`config.mk`:
```
export PLATFORM = sky130hd
export DESIGN_NAME = deadline_monotonic_task_picker_core
export DESIGN_NICKNAME = d
export VERILOG_FILES = /design/src/hdl/dmtp_pkg.sv /design/src/hdl/deadline_monotonic_task_picker_core.sv /design/src/hdl/dmtp_step_unit.sv /design/src/hdl/dmtp_slot_file.sv
export SDC_FILE = /design/constraint.sdc
export NUM_CORES = 1
export LEC_CHECK = 0
export ABC_AREA = 1
export BUFFER_PORTS_ARGS = -buffer_cell sky130_fd_sc_hd__buf_2
export CORE_UTILIZATION = 59
export CTS_CLUSTER_DIAMETER = 150
export DETAILED_ROUTE_END_ITERATION = 12
export PLACE_DENSITY_LB_ADDON = 0.1
export SLEW_MARGIN = 10
export SYNTH_ARGS = -nofsm -noshare
export SYNTH_HDL_FRONTEND = slang
export SYNTH_SLANG_ARGS = --single-unit
```
`constraint.sdc`:
```
create_clock -name clk -period 13.6 [get_ports clk]
set_clock_uncertainty 0.15 [all_clocks]
set_input_delay 0.68 -clock clk [delete_from_list [all_inputs] [get_ports clk]]
set_output_delay 0.68 -clock clk [all_outputs]
set_load 0.05 [all_outputs]
```
`src/hdl/dmtp_pkg.sv`:
```
package dmtp_pkg;

    // store geometry
    localparam int MAX_TASKS = 8;
    localparam int TIME_BITS = 16;
    localparam int SLOT_W    = (MAX_TASKS > 1) ? $clog2(MAX_TASKS) : 1;
    localparam int CNT_W     = $clog2(MAX_TASKS + 1);

    // interface field widths
    localparam int CMD_W      = 1;
    localparam int TSLOT_W    = 3;
    localparam int FIELD_W    = 16;
    localparam int TCOUNT_W   = 4;
    localparam int IN_DATA_W  = 56;
    localparam int OUT_DATA_W = 8;

    // input kinds
    localparam logic [CMD_W-1:0] CMD_LOAD = 1'b0;
    localparam logic [CMD_W-1:0] CMD_TICK = 1'b1;

    // register index
    localparam logic REG_TASK_COUNT = 1'b0;

    typedef logic [TIME_BITS-1:0] tval_t;
    typedef logic [SLOT_W-1:0]    slot_t;

    // one write into the slot store
    typedef struct packed {
        logic  we_rem;
        logic  we_cd;
        logic  we_tables;
        slot_t addr;
        tval_t rem;
        tval_t cd;
        tval_t budget;
        tval_t period;
        tval_t deadline;
    } slot_wr_t;

    // one slot as read from the store
    typedef struct packed {
        tval_t budget;
        tval_t period;
        tval_t deadline;
        tval_t rem;
        tval_t cd;
    } slot_rd_t;

    // keep a 16 bit load value in the low TIME_BITS bits
    function automatic tval_t to_tval(logic [FIELD_W-1:0] v);
        logic [FIELD_W+31:0] w;
        w = {32'b0, v};
        return w[TIME_BITS-1:0];
    endfunction

    // slot field of the stream to store index
    function automatic slot_t to_slot(logic [TSLOT_W-1:0] v);
        logic [TSLOT_W+63:0] w;
        w = {64'b0, v};
        return w[SLOT_W-1:0];
    endfunction

    // store index to the 3 bit result field
    function automatic logic [TSLOT_W-1:0] to_tslot(slot_t v);
        logic [SLOT_W+TSLOT_W-1:0] w;
        w = {{TSLOT_W{1'b0}}, v};
        return w[TSLOT_W-1:0];
    endfunction

endpackage

```
`src/hdl/deadline_monotonic_task_picker_core.sv`:
```
// deadline-monotonic tick scheduler over a small file of task slots
//
// input stream: s_tuser selects a load (0) or a tick (1). a load writes one
// slot's budget, period and deadline and restarts its work and countdown; it
// gives no result. a tick scans the active slots one per cycle through a
// shared decrement and compare unit, picks the smallest deadline with work
// left (lowest slot on ties), and updates every active countdown in the same
// pass. a final step spends a tick of the picked slot's work unless that
// slot just reloaded, and loads the output register. the active slots are
// slots 0 to min(task_count, store depth) - 1. s_tready is low until a tick
// completes, so no load or tick is taken while one is in progress.
// output stream: one transaction per tick with the served slot and idle flag.
// if the receiver stalls, the finished result holds in the output register;
// the block still takes loads and starts the next tick, and only waits at the
// final step if the previous result is still not taken.
// reset clears the sequencer and output valid and sets task_count to 1;
// slot contents are undefined until loaded. task_count is written over apb
// at addresses 0 to 3 (paddr[2] low) and should only change while the block is idle.
module deadline_monotonic_task_picker_core
    import dmtp_pkg::*;
(
    input  logic                  clk,
    input  logic                  rst_n,
    // input stream
    input  logic                  s_tvalid,
    output logic                  s_tready,
    input  logic [IN_DATA_W-1:0]  s_tdata,   // task_slot, work_budget, task_period, rel_deadline
    input  logic [CMD_W-1:0]      s_tuser,   // cmd
    // result stream
    output logic                  m_tvalid,
    input  logic                  m_tready,
    output logic [OUT_DATA_W-1:0] m_tdata,   // served_task
    output logic                  m_tuser,   // idle
    // configuration
    input  logic                  psel,
    input  logic                  penable,
    input  logic                  pwrite,
    input  logic [2:0]            paddr,
    input  logic [31:0]           pwdata,
    output logic [31:0]           prdata,
    output logic                  pready
);

    typedef enum logic [1:0] {
        S_IDLE,
        S_SCAN,
        S_FIX
    } state_t;

    state_t              state_reg;
    logic [CNT_W-1:0]    idx_reg;
    logic                found_reg;
    slot_t               pick_reg;
    tval_t               best_reg;
    tval_t               cand_rem_reg;
    logic                cand_reload_reg;
    logic [TCOUNT_W-1:0] task_count_reg;
    logic                out_valid_reg;
    logic [TSLOT_W-1:0]  served_reg;
    logic                idle_reg;

    // input field unpack
    logic [TSLOT_W-1:0] in_slot;
    logic [FIELD_W-1:0] in_budget;
    logic [FIELD_W-1:0] in_period;
    logic [FIELD_W-1:0] in_deadline;

    assign in_slot     = s_tdata[2:0];
    assign in_budget   = s_tdata[18:3];
    assign in_period   = s_tdata[34:19];
    assign in_deadline = s_tdata[50:35];

    // apb register
    logic cfg_wr;
    assign pready = 1'b1;
    assign cfg_wr = psel && penable && pwrite && pready && (paddr[2] == REG_TASK_COUNT);
    assign prdata = (paddr[2] == REG_TASK_COUNT) ? {28'b0, task_count_reg} : 32'b0;

    always_ff @(posedge clk or negedge rst_n)
    begin
        if (!rst_n)
        begin
            task_count_reg <= TCOUNT_W'(1);
        end
        else if (cfg_wr)
        begin
            task_count_reg <= pwdata[TCOUNT_W-1:0];
        end
    end

    // active slot count, clamped to the store depth
    logic [31:0]      tc_wide;
    logic [31:0]      act_wide;
    logic [CNT_W-1:0] active_n;
    assign tc_wide  = {28'b0, task_count_reg};
    assign act_wide = (tc_wide > MAX_TASKS) ? MAX_TASKS : tc_wide;
    assign active_n = act_wide[CNT_W-1:0];

    // handshakes
    logic in_acc;
    logic load_acc;
    logic tick_acc;
    logic out_free;
    assign s_tready = (state_reg == S_IDLE);
    assign in_acc   = s_tvalid && s_tready;
    assign load_acc = in_acc && (s_tuser == CMD_LOAD);
    assign tick_acc = in_acc && (s_tuser == CMD_TICK);
    assign out_free = !out_valid_reg || m_tready;

    // slot store and shared unit
    slot_wr_t wr;
    slot_rd_t rd;
    slot_t    scan_addr;
    tval_t    dec_a;
    tval_t    dec_y;
    logic     dec_zero;
    logic     lt;

    assign scan_addr = idx_reg[SLOT_W-1:0];

    dmtp_slot_file u_slots (
        .clk     (clk),
        .wr      (wr),
        .rd_addr (scan_addr),
        .rd      (rd)
    );

    assign dec_a = (state_reg == S_FIX) ? cand_rem_reg : rd.cd;

    dmtp_step_unit u_step (
        .dec_a    (dec_a),
        .cmp_a    (rd.deadline),
        .cmp_b    (best_reg),
        .dec_y    (dec_y),
        .dec_zero (dec_zero),
        .lt       (lt)
    );

    // candidate test for the slot under scan
    logic take;
    assign take = (rd.rem != '0) && (!found_reg || lt);

    // store write selection
    logic       load_ok;
    logic [31:0] slot_wide;
    assign slot_wide = {29'b0, in_slot};
    assign load_ok   = load_acc && (slot_wide < MAX_TASKS);

    always_comb
    begin
        wr           = '0;
        wr.budget    = to_tval(in_budget);
        wr.period    = to_tval(in_period);
        wr.deadline  = to_tval(in_deadline);
        case (state_reg)
            S_IDLE:
            begin
                wr.addr      = to_slot(in_slot);
                wr.rem       = to_tval(in_budget);
                wr.cd        = to_tval(in_period);
                wr.we_tables = load_ok;
                wr.we_rem    = load_ok;
                wr.we_cd     = load_ok;
            end
            S_SCAN:
            begin
                // countdown step, reload on reaching zero
                wr.addr   = scan_addr;
                wr.rem    = rd.budget;
                wr.cd     = dec_zero ? rd.period : dec_y;
                wr.we_rem = dec_zero;
                wr.we_cd  = 1'b1;
            end
            S_FIX:
            begin
                // spend one tick of the granted slot unless it just reloaded
                wr.addr   = pick_reg;
                wr.rem    = dec_y;
                wr.we_rem = out_free && found_reg && !cand_reload_reg;
            end
            default:
            begin
                wr.addr = '0;
            end
        endcase
    end

    // sequencer and output register
    always_ff @(posedge clk or negedge rst_n)
    begin
        if (!rst_n)
        begin
            state_reg       <= S_IDLE;
            idx_reg         <= '0;
            found_reg       <= 1'b0;
            pick_reg        <= '0;
            best_reg        <= '0;
            cand_rem_reg    <= '0;
            cand_reload_reg <= 1'b0;
            out_valid_reg   <= 1'b0;
            served_reg      <= '0;
            idle_reg        <= 1'b0;
        end
        else
        begin
            // result taken, unless the final step reloads it this cycle
            if (out_valid_reg && m_tready && (state_reg != S_FIX))
            begin
                out_valid_reg <= 1'b0;
            end
            case (state_reg)
                S_IDLE:
                begin
                    if (tick_acc)
                    begin
                        idx_reg   <= '0;
                        found_reg <= 1'b0;
                        pick_reg  <= '0;
                        state_reg <= (active_n == '0) ? S_FIX : S_SCAN;
                    end
                end
                S_SCAN:
                begin
                    if (take)
                    begin
                        found_reg       <= 1'b1;
                        pick_reg        <= scan_addr;
                        best_reg        <= rd.deadline;
                        cand_rem_reg    <= rd.rem;
                        cand_reload_reg <= dec_zero;
                    end
                    if (idx_reg == active_n - CNT_W'(1))
                    begin
                        state_reg <= S_FIX;
                    end
                    else
                    begin
                        idx_reg <= idx_reg + CNT_W'(1);
                    end
                end
                S_FIX:
                begin
                    if (out_free)
                    begin
                        out_valid_reg <= 1'b1;
                        served_reg    <= found_reg ? to_tslot(pick_reg) : '0;
                        idle_reg      <= !found_reg;
                        state_reg     <= S_IDLE;
                    end
                end
                default:
                begin
                    state_reg <= S_IDLE;
                end
            endcase
        end
    end

    assign m_tvalid = out_valid_reg;
    assign m_tdata  = {{(OUT_DATA_W-TSLOT_W){1'b0}}, served_reg};
    assign m_tuser  = idle_reg;

    // scan never runs past the active slots
    a_scan_in_range: assert property (@(posedge clk) disable iff (!rst_n)
        state_reg == S_SCAN |-> idx_reg < active_n)
        else $error("scan index beyond active slots");

    // a granted slot is an active one
    a_pick_active: assert property (@(posedge clk) disable iff (!rst_n)
        (state_reg == S_FIX && found_reg) |-> {1'b0, pick_reg} < {1'b0, active_n})
        else $error("granted slot not active");

    // an accepted tick starts the sequencer
    a_tick_starts: assert property (@(posedge clk) disable iff (!rst_n)
        tick_acc |=> (state_reg == S_SCAN || state_reg == S_FIX))
        else $error("tick did not start a pass");

    // an idle result carries slot zero
    a_idle_zero: assert property (@(posedge clk) disable iff (!rst_n)
        (out_valid_reg && idle_reg) |-> served_reg == '0)
        else $error("idle result with nonzero slot");

endmodule

```
`src/hdl/dmtp_step_unit.sv`:
```
module dmtp_step_unit
    import dmtp_pkg::*;
(
    input  tval_t dec_a,
    input  tval_t cmp_a,
    input  tval_t cmp_b,
    output tval_t dec_y,
    output logic  dec_zero,
    output logic  lt
);

    // shared decrement, wraps within TIME_BITS
    assign dec_y    = dec_a - tval_t'(1);
    assign dec_zero = (dec_y == '0);

    // shared deadline compare
    assign lt = (cmp_a < cmp_b);

endmodule

```
`src/hdl/dmtp_slot_file.sv`:
```
module dmtp_slot_file
    import dmtp_pkg::*;
(
    input  logic     clk,
    input  slot_wr_t wr,
    input  slot_t    rd_addr,
    output slot_rd_t rd
);

    tval_t budget_mem   [MAX_TASKS];
    tval_t period_mem   [MAX_TASKS];
    tval_t deadline_mem [MAX_TASKS];
    tval_t rem_mem      [MAX_TASKS];
    tval_t cd_mem       [MAX_TASKS];

    // single write port, contents undefined until loaded
    always_ff @(posedge clk)
    begin
        if (wr.we_tables)
        begin
            budget_mem[wr.addr]   <= wr.budget;
            period_mem[wr.addr]   <= wr.period;
            deadline_mem[wr.addr] <= wr.deadline;
        end
        if (wr.we_rem)
        begin
            rem_mem[wr.addr] <= wr.rem;
        end
        if (wr.we_cd)
        begin
            cd_mem[wr.addr] <= wr.cd;
        end
    end

    // single read port at the scan index
    always_comb
    begin
        rd.budget   = budget_mem[rd_addr];
        rd.period   = period_mem[rd_addr];
        rd.deadline = deadline_mem[rd_addr];
        rd.rem      = rem_mem[rd_addr];
        rd.cd       = cd_mem[rd_addr];
    end

endmodule
```
# Yosys cells after proc, flatten, opt, wreduce, memory -nomap -nowiden
# Memory sizes are Yosys's and may differ from the RTL's.
# Index checks and enable logic that the tools add are counted.
dict set report classes {
  n_addsub 3
  order_cmp 3
  eq_ne 9
  muxes 34
  n_bitwise 2
  reduce_logical 27
}
# operator count
set ops {}
lappend ops {{16-bit one-hot mux with 3 select lines} 1}
lappend ops {{16-bit 2-to-1 mux} 2}
lappend ops {{16-bit one-hot mux with 2 select lines} 1}
lappend ops {{16-bit zero test} 1}
lappend ops {{16-bit < comparator} 1}
lappend ops {{4-bit 2-to-1 mux} 4}
lappend ops {{16-bit nonzero test} 1}
lappend ops {{16-bit by 1-bit subtractor with 16-bit output (second input constant)} 1}
lappend ops {{1-bit logical AND} 12}
lappend ops {{1-bit 2-to-1 mux} 12}
lappend ops {{2-bit inequality test (second input constant)} 5}
lappend ops {{3-bit 2-to-1 mux} 3}
lappend ops {{3-bit one-hot mux with 3 select lines} 1}
lappend ops {{3-bit AND reduction} 3}
lappend ops {{2-bit 2-to-1 mux} 4}
lappend ops {{4-bit one-hot mux with 2 select lines} 1}
lappend ops {{2-bit one-hot mux with 3 select lines} 1}
lappend ops {{3-bit one-hot mux with 2 select lines} 1}
lappend ops {{4-bit by 1-bit adder with 4-bit output (second input constant)} 1}
lappend ops {{4-bit == test} 1}
lappend ops {{4-bit greater-than comparator (second input constant)} 1}
lappend ops {{4-bit zero test} 1}
lappend ops {{3-bit by 4-bit < comparator with 1-bit output (second input constant)} 1}
lappend ops {{1-bit one-hot mux with 2 select lines} 2}
lappend ops {{other kinds (11)} 16}
dict set report word_totals {
  regBits 52
  ram_bits 640
  in_bits 99
  output_inout_bits 44
  wordCells 94
  n_memories 5
}
# memory words width read_ports rd_ports_with_merged_regs write_ports line
set memory_table {}
lappend memory_table {u_slots.budget_mem 8 16 1 0 1 dmtp_slot_file.sv:10} ;# tval_t budget_mem [MAX_TASKS];
lappend memory_table {u_slots.cd_mem 8 16 1 0 1 dmtp_slot_file.sv:14} ;# tval_t cd_mem [MAX_TASKS];
lappend memory_table {u_slots.deadline_mem 8 16 1 0 1 dmtp_slot_file.sv:12} ;# tval_t deadline_mem [MAX_TASKS];
lappend memory_table {u_slots.period_mem 8 16 1 0 1 dmtp_slot_file.sv:11} ;# tval_t period_mem [MAX_TASKS];
lappend memory_table {u_slots.rem_mem 8 16 1 0 1 dmtp_slot_file.sv:13} ;# tval_t rem_mem [MAX_TASKS];

# Longest topological paths before layout
dict set report logic_depth {
  word_depth 7
  ltp_mapped 26
  ltp_nobuf 22
}

# Modules after synthesis
# A second synthesis with hierarchy kept.
dict set report hier_totals {
  cells_unflattened 3491
  area_unflattened_um2 32434.9
}
# module instances cells_per_inst area_each_um2 seq_area_each_um2
set modules_own_cells {}
lappend modules_own_cells {dmtp_slot_file 1 2804 27999.4 19218.4}
lappend modules_own_cells {deadline_monotonic_task_picker_core 1 523 3513.4 1302.5}
lappend modules_own_cells {dmtp_step_unit 1 164 922.1 0.0}

# Least setup slack after synthesis
# Ideal clock, no wire load.
dict set report synth_timing {
  kind {register to register}
  startpoint {reg idx_reg[2]}
  endpoint {mem u_slots.budget_mem[0][0] (netlist name) (enable)}
  setup_time_ps 454
  t_arrival_ps 4093
  t_required_ps 12996
  setup_slack_ps 8903
  path_stages_with_launch 13
  n_path_buf 5
  synth_period_minus_slack_ps 4697
  path_cell_list {dfrtp_1 > buf_2 > inv_1 > buf_4 > buf_2 > buf_4 > buf_2 > nor2_1 > nor3b_1 > inv_1 > nor2_1 > nand2_1 > nor2_1}
}
dict set report synth_via {
  elab_chain_cells 1
}
# element line
set synth_rtl {}
lappend synth_rtl {{start: declaration} deadline_monotonic_task_picker_core.sv:51} ;# logic [CNT_W-1:0] idx_reg;
lappend synth_rtl {{start signal: assignment} deadline_monotonic_task_picker_core.sv:238} ;# idx_reg <= idx_reg + CNT_W'(1);
lappend synth_rtl {{3-bit one-hot mux with 3 select lines} deadline_monotonic_task_picker_core.sv:155} ;# case (state_reg)
lappend synth_rtl {{end: declaration} dmtp_slot_file.sv:10}
# No other way between the ends.

# Worst setup path after layout
dict set report layout_timing {
  startpoint {reg idx_reg[0]}
  endpoint {mem u_slots.rem_mem[6][15] (netlist name) (enable)}
}
dict set report layout_via {
  elab_chain_cells 7
  elab_cells_between_ends 8
  classes_between {1 x add/sub; 5 x mux; 1 x reduce/logical; 1 x memory}
}
# element line
set layout_rtl {}
lappend layout_rtl {{memory read 8 x 16 bit} n/a}
lappend layout_rtl {{16-bit 2-to-1 mux} deadline_monotonic_task_picker_core.sv:128} ;# assign dec_a = (state_reg == S_FIX) ? cand_rem_reg : rd.cd;
lappend layout_rtl {{16-bit by 1-bit subtractor with 16-bit output} dmtp_step_unit.sv:13} ;# assign dec_y = dec_a - tval_t'(1);
lappend layout_rtl {{16-bit zero test} dmtp_step_unit.sv:14} ;# assign dec_zero = (dec_y == '0);
lappend layout_rtl {{1-bit one-hot mux with 3 select lines} deadline_monotonic_task_picker_core.sv:155}
lappend layout_rtl {{1-bit 2-to-1 mux} dmtp_slot_file.sv:25} ;# if (wr.we_rem)
lappend layout_rtl {{1-bit 2-to-1 mux (implied by the code)} dmtp_slot_file.sv:27} ;# rem_mem[wr.addr] <= wr.rem;
lappend layout_rtl {{end: declaration} dmtp_slot_file.sv:13}
# Several ways; a longest one is shown, not always the timed one.

==> reports/qor.yml <==
timing:
  fin_crit_sh_pct: 50.7
  fin_setup_tns_ps: 0
  finalCriticalPeriod_ps: 6890
  setup_viol: 0
  tightest_slew_ps: 1240
  setup_ws_ps: 6710
  hold_ws_ps: 98.0
  rsz0062_at_grt: "no"
  max-slew-margin-rel_pct: 17.1
  fmax_mhz: 145
  final-max-slew-violation-count: 0
  finalHoldViolCount: 0
synth:
  synthCells: 2605
  yosys_warnings: 0
  yosysSeqAreaShare_pct: 69.2
  yosysTopAreaCell: "edfxtp_1"
  synth_ff_type: "edfxtp_1"
  netlist.area_leader.share_pct: 64.8
  synth.distinct_cells: 50
  synth.area.top_cells: "edfxtp_1, nand2_1, o21ai_0"
  yosys_register_bits: 692
  syn-cell-area_sq_mm: 0.0296
  synth_edf_count: 640
  async_flop_share_pct: 7.51
  syn_avg_cell_area_sq_um: 11.4
pwr:
  vdd_drop_max_uv: 149
  power_mw: 7.90
  p_per_area_mw_per_mm2: 242
  leakagePower_nw: 12.1
setup_path:
  critPathMaxFanout: 158
  r2r_slack_ps: 6710
  ff2ff_path_depth: 19
  crit_path_start: "idx_reg[0]$_DFFE_PN0P_"
  cp_data_required_time_ps: 13660
  r2r-start: "idx_reg[0]$_DFFE_PN0P_"
  critPathKind: "flop to flop"
  cp-end-kind: "flop"
  critical_path_arrival_ps: 6950
  start_kind: "flop"
  r2r_end: "u_slots.rem_mem[6][15]$_DFFE_PP_"
cts:
  clkSlewWorstSetupHoldPaths_ps: 60
  cts-root-buf: "clkbuf_16"
  cts.sinks: 692
  holdBufCountCts: 0
  cts.path.max_buffers: 3
  cts_buffers: 70
  htree_levels: 3
  post_cts_buffers: 0
  cts_resized: 0
  cts_tree: "done"
  clk_latency_ps: 600
placement:
  place_congestion: 0.889
  place_inst: 3236
  dpl-instance-area_sq_mm: 0.0304
  port_buffers: 73
  dp_slack_ps: 6870
  dpl.hpwl_mm: 39.8
detailed_routing:
  firstDrtPassIters: 6
  drt_wl_total_mm: 72.0
  drt-initial-drc-count: 2169
  drc: 0
  dr_total_vias: 19637
  viasPerCell: 5.83
  postRouteAntennaNets: 0
  avgRoutedWirePerCell_um: 21.4
floorplan:
  coreArea_sq_mm: 0.0493
  die_area_sq_mm: 0.0512
  initial_core_util_pct: 60.2
  fp-row-count: 81
  die_h_um: 226
  die_x_um: 226
  io_pins: 143
run_status:
  status: "completed"
cells_and_area:
  synthToLayoutAreaGrowth_pct: 10.0
  fin_cells: 3366
  layout.nets: 2763
  regArea_sq_mm: 0.0205
  final_util_pct: 66.2
  multi_input_area_sq_mm: 0.00775
  final_cell_area_sq_mm: 0.0326
  drive_above_1_share_pct: 10.3
  n_fill_cell: 3695
global_route:
  grt_pass1_wl_mm: 109
  antenna_found_initial: 6
  grt_overflow: 0
  grt_pass1_vias: 18974
  grt.total_usage_pct: 28.8
  grt_max_degree: 159
min_path:
  hp-class: "input port to async pin"
run:
  drv_cap: 0
worst max-delay path, cell delays in order, from the launching register on:
cell and delay, ps:
dfrtp_4 880, buf_4 700, buf_12 440, nand2_1 120
nand3_1 110, nand2_1 70, nand2_1 70, nand3_1 140
nand2_1 240, ha_1 240, nand3_1 170, nor2_2 240
nand3_1 100, nand2_1 300, inv_1 70, nor2_1 110
nand2_1 110, nor2_4 460, nand3_2 380, a21oi_2 1070
cells in the mapped netlist, types with 2 or more instances:
| cell type | instances |
|---|---|
| ha_1 | 20 |
| a22o_1 | 3 |
| o22ai_1 | 94 |
| nor3_1 | 4 |
| buf_4 | 39 |
| buf_1 | 9 |
| nor2_1 | 378 |
| or2_1 | 15 |
| o2111ai_1 | 12 |
| buf_6 | 16 |
| a32o_1 | 2 |
| buf_2 | 46 |
| or2_2 | 4 |
| conb_1 | 2 |
| o21ai_1 | 15 |
| o21ai_0 | 313 |
| nand3_2 | 9 |
| o211ai_2 | 2 |
| nand3b_1 | 3 |
| dfrtp_1 | 51 |
| inv_1 | 148 |
| nand3_1 | 136 |
| xor2_1 | 5 |
| xnor2_1 | 2 |
| a31oi_1 | 17 |
| nor2_4 | 5 |
| o221ai_1 | 14 |
| nand2_2 | 10 |
| or2_0 | 4 |
| mux2i_1 | 9 |
| edfxtp_1 | 640 |
| a21oi_1 | 24 |
| nor2_2 | 7 |
| nand2_1 | 450 |
| inv_2 | 7 |
| clkbuf_1 | 68 |
| nand4_1 | 9 |
worst max path at each step:
stage | endpoint | slack, ps
after floorplan | u_slots.budget_mem[0][0]$_DFFE_PP_ | 8900
after global placement | u_slots.rem_mem[4][15]$_DFFE_PP_ | 7050
after detailed placement | u_slots.rem_mem[5][11]$_DFFE_PP_ | 6870
after CTS | u_slots.rem_mem[5][10]$_DFFE_PP_ | 6850
after global routing | u_slots.rem_mem[6][11]$_DFFE_PP_ | 6360
final | u_slots.rem_mem[6][15]$_DFFE_PP_ | 6710
final cells by class:
| class | count | area share, % |
|---|---|---|
| sequential | 692 | 62.9 |
| timing repair buffer | 114 | 2.10 |
| clock buffer | 95 | 5.91 |
| antenna | 2 | 0.0153 |
| multi-input combinational | 1609 | 23.8 |
| tap | 664 | 2.55 |
| inverter | 157 | 1.84 |
| clock inverter | 33 | 0.886 |
logic make-up (layout without fill, tap and decap cells):
kind of cell             after synthesis  count (layout)  share of synthesized area (%)
adder cells (fa/ha/maj)               20              20                          0.844
multiplexers                           9               9                          0.304
flip-flops                           692             692                           69.2
other                                  2              36                         0.0253
AND/OR/NAND/NOR                     1040            1040                           14.6
XOR/XNOR                               7               7                          0.207
buffers and inverters                336             399                           5.39
AO/OA/AOI/OAI                        499             499                           9.37
power by group:
part	total (mW)	switching [mW]	internal, mW
Clock	1.86	0.785	1.08
Sequential	2.93	0.117	2.82
Combinational	3.11	2.32	0.784
Total	7.90	3.23	4.68
cell usage in the layout (no fill, tap or decap), types with 3 or more instances in the layout:
| master | instances |
|---|---|
| a21oi_1 | 16 |
| a21oi_2 | 7 |
| a22o_1 | 3 |
| a31oi_1 | 17 |
| buf_2 | 73 |
| buf_4 | 40 |
| bufinv_16 | 4 |
| clkbuf_1 | 20 |
| clkbuf_16 | 73 |
| clkinv_1 | 12 |
| clkinv_2 | 11 |
| clkinvlp_4 | 3 |
| conb_1 | 34 |
| dfrtp_1 | 49 |
| edfxtp_1 | 640 |
| ha_1 | 20 |
| inv_1 | 147 |
| inv_2 | 6 |
| mux2i_1 | 9 |
| nand2_1 | 450 |
| nand2_2 | 10 |
| nand3_1 | 136 |
| nand3_2 | 9 |
| nand3b_1 | 3 |
| nand4_1 | 9 |
| nor2_1 | 369 |
| nor2_2 | 7 |
| nor2_4 | 14 |
| nor3_1 | 4 |
| o2111ai_1 | 12 |
| o21ai_0 | 313 |
| o21ai_1 | 15 |
| o221ai_1 | 14 |
| o22ai_1 | 94 |
| or2_0 | 4 |
| or2_1 | 15 |
| or2_2 | 4 |
| xor2_1 | 5 |
routing by layer:
layer | vias up | GRT usage, % | part of all wire, %
met3 | 143 | 4.71 | 8.0
met4 | 6 | 11.6 | 3.0
met2 | 793 | 46.6 | 48
met5 | - | 0 | 0.046
li1 | 9149 | - | -
met1 | 9546 | 39.0 | 41
Note: power is estimated with default switching activity, not from simulation.
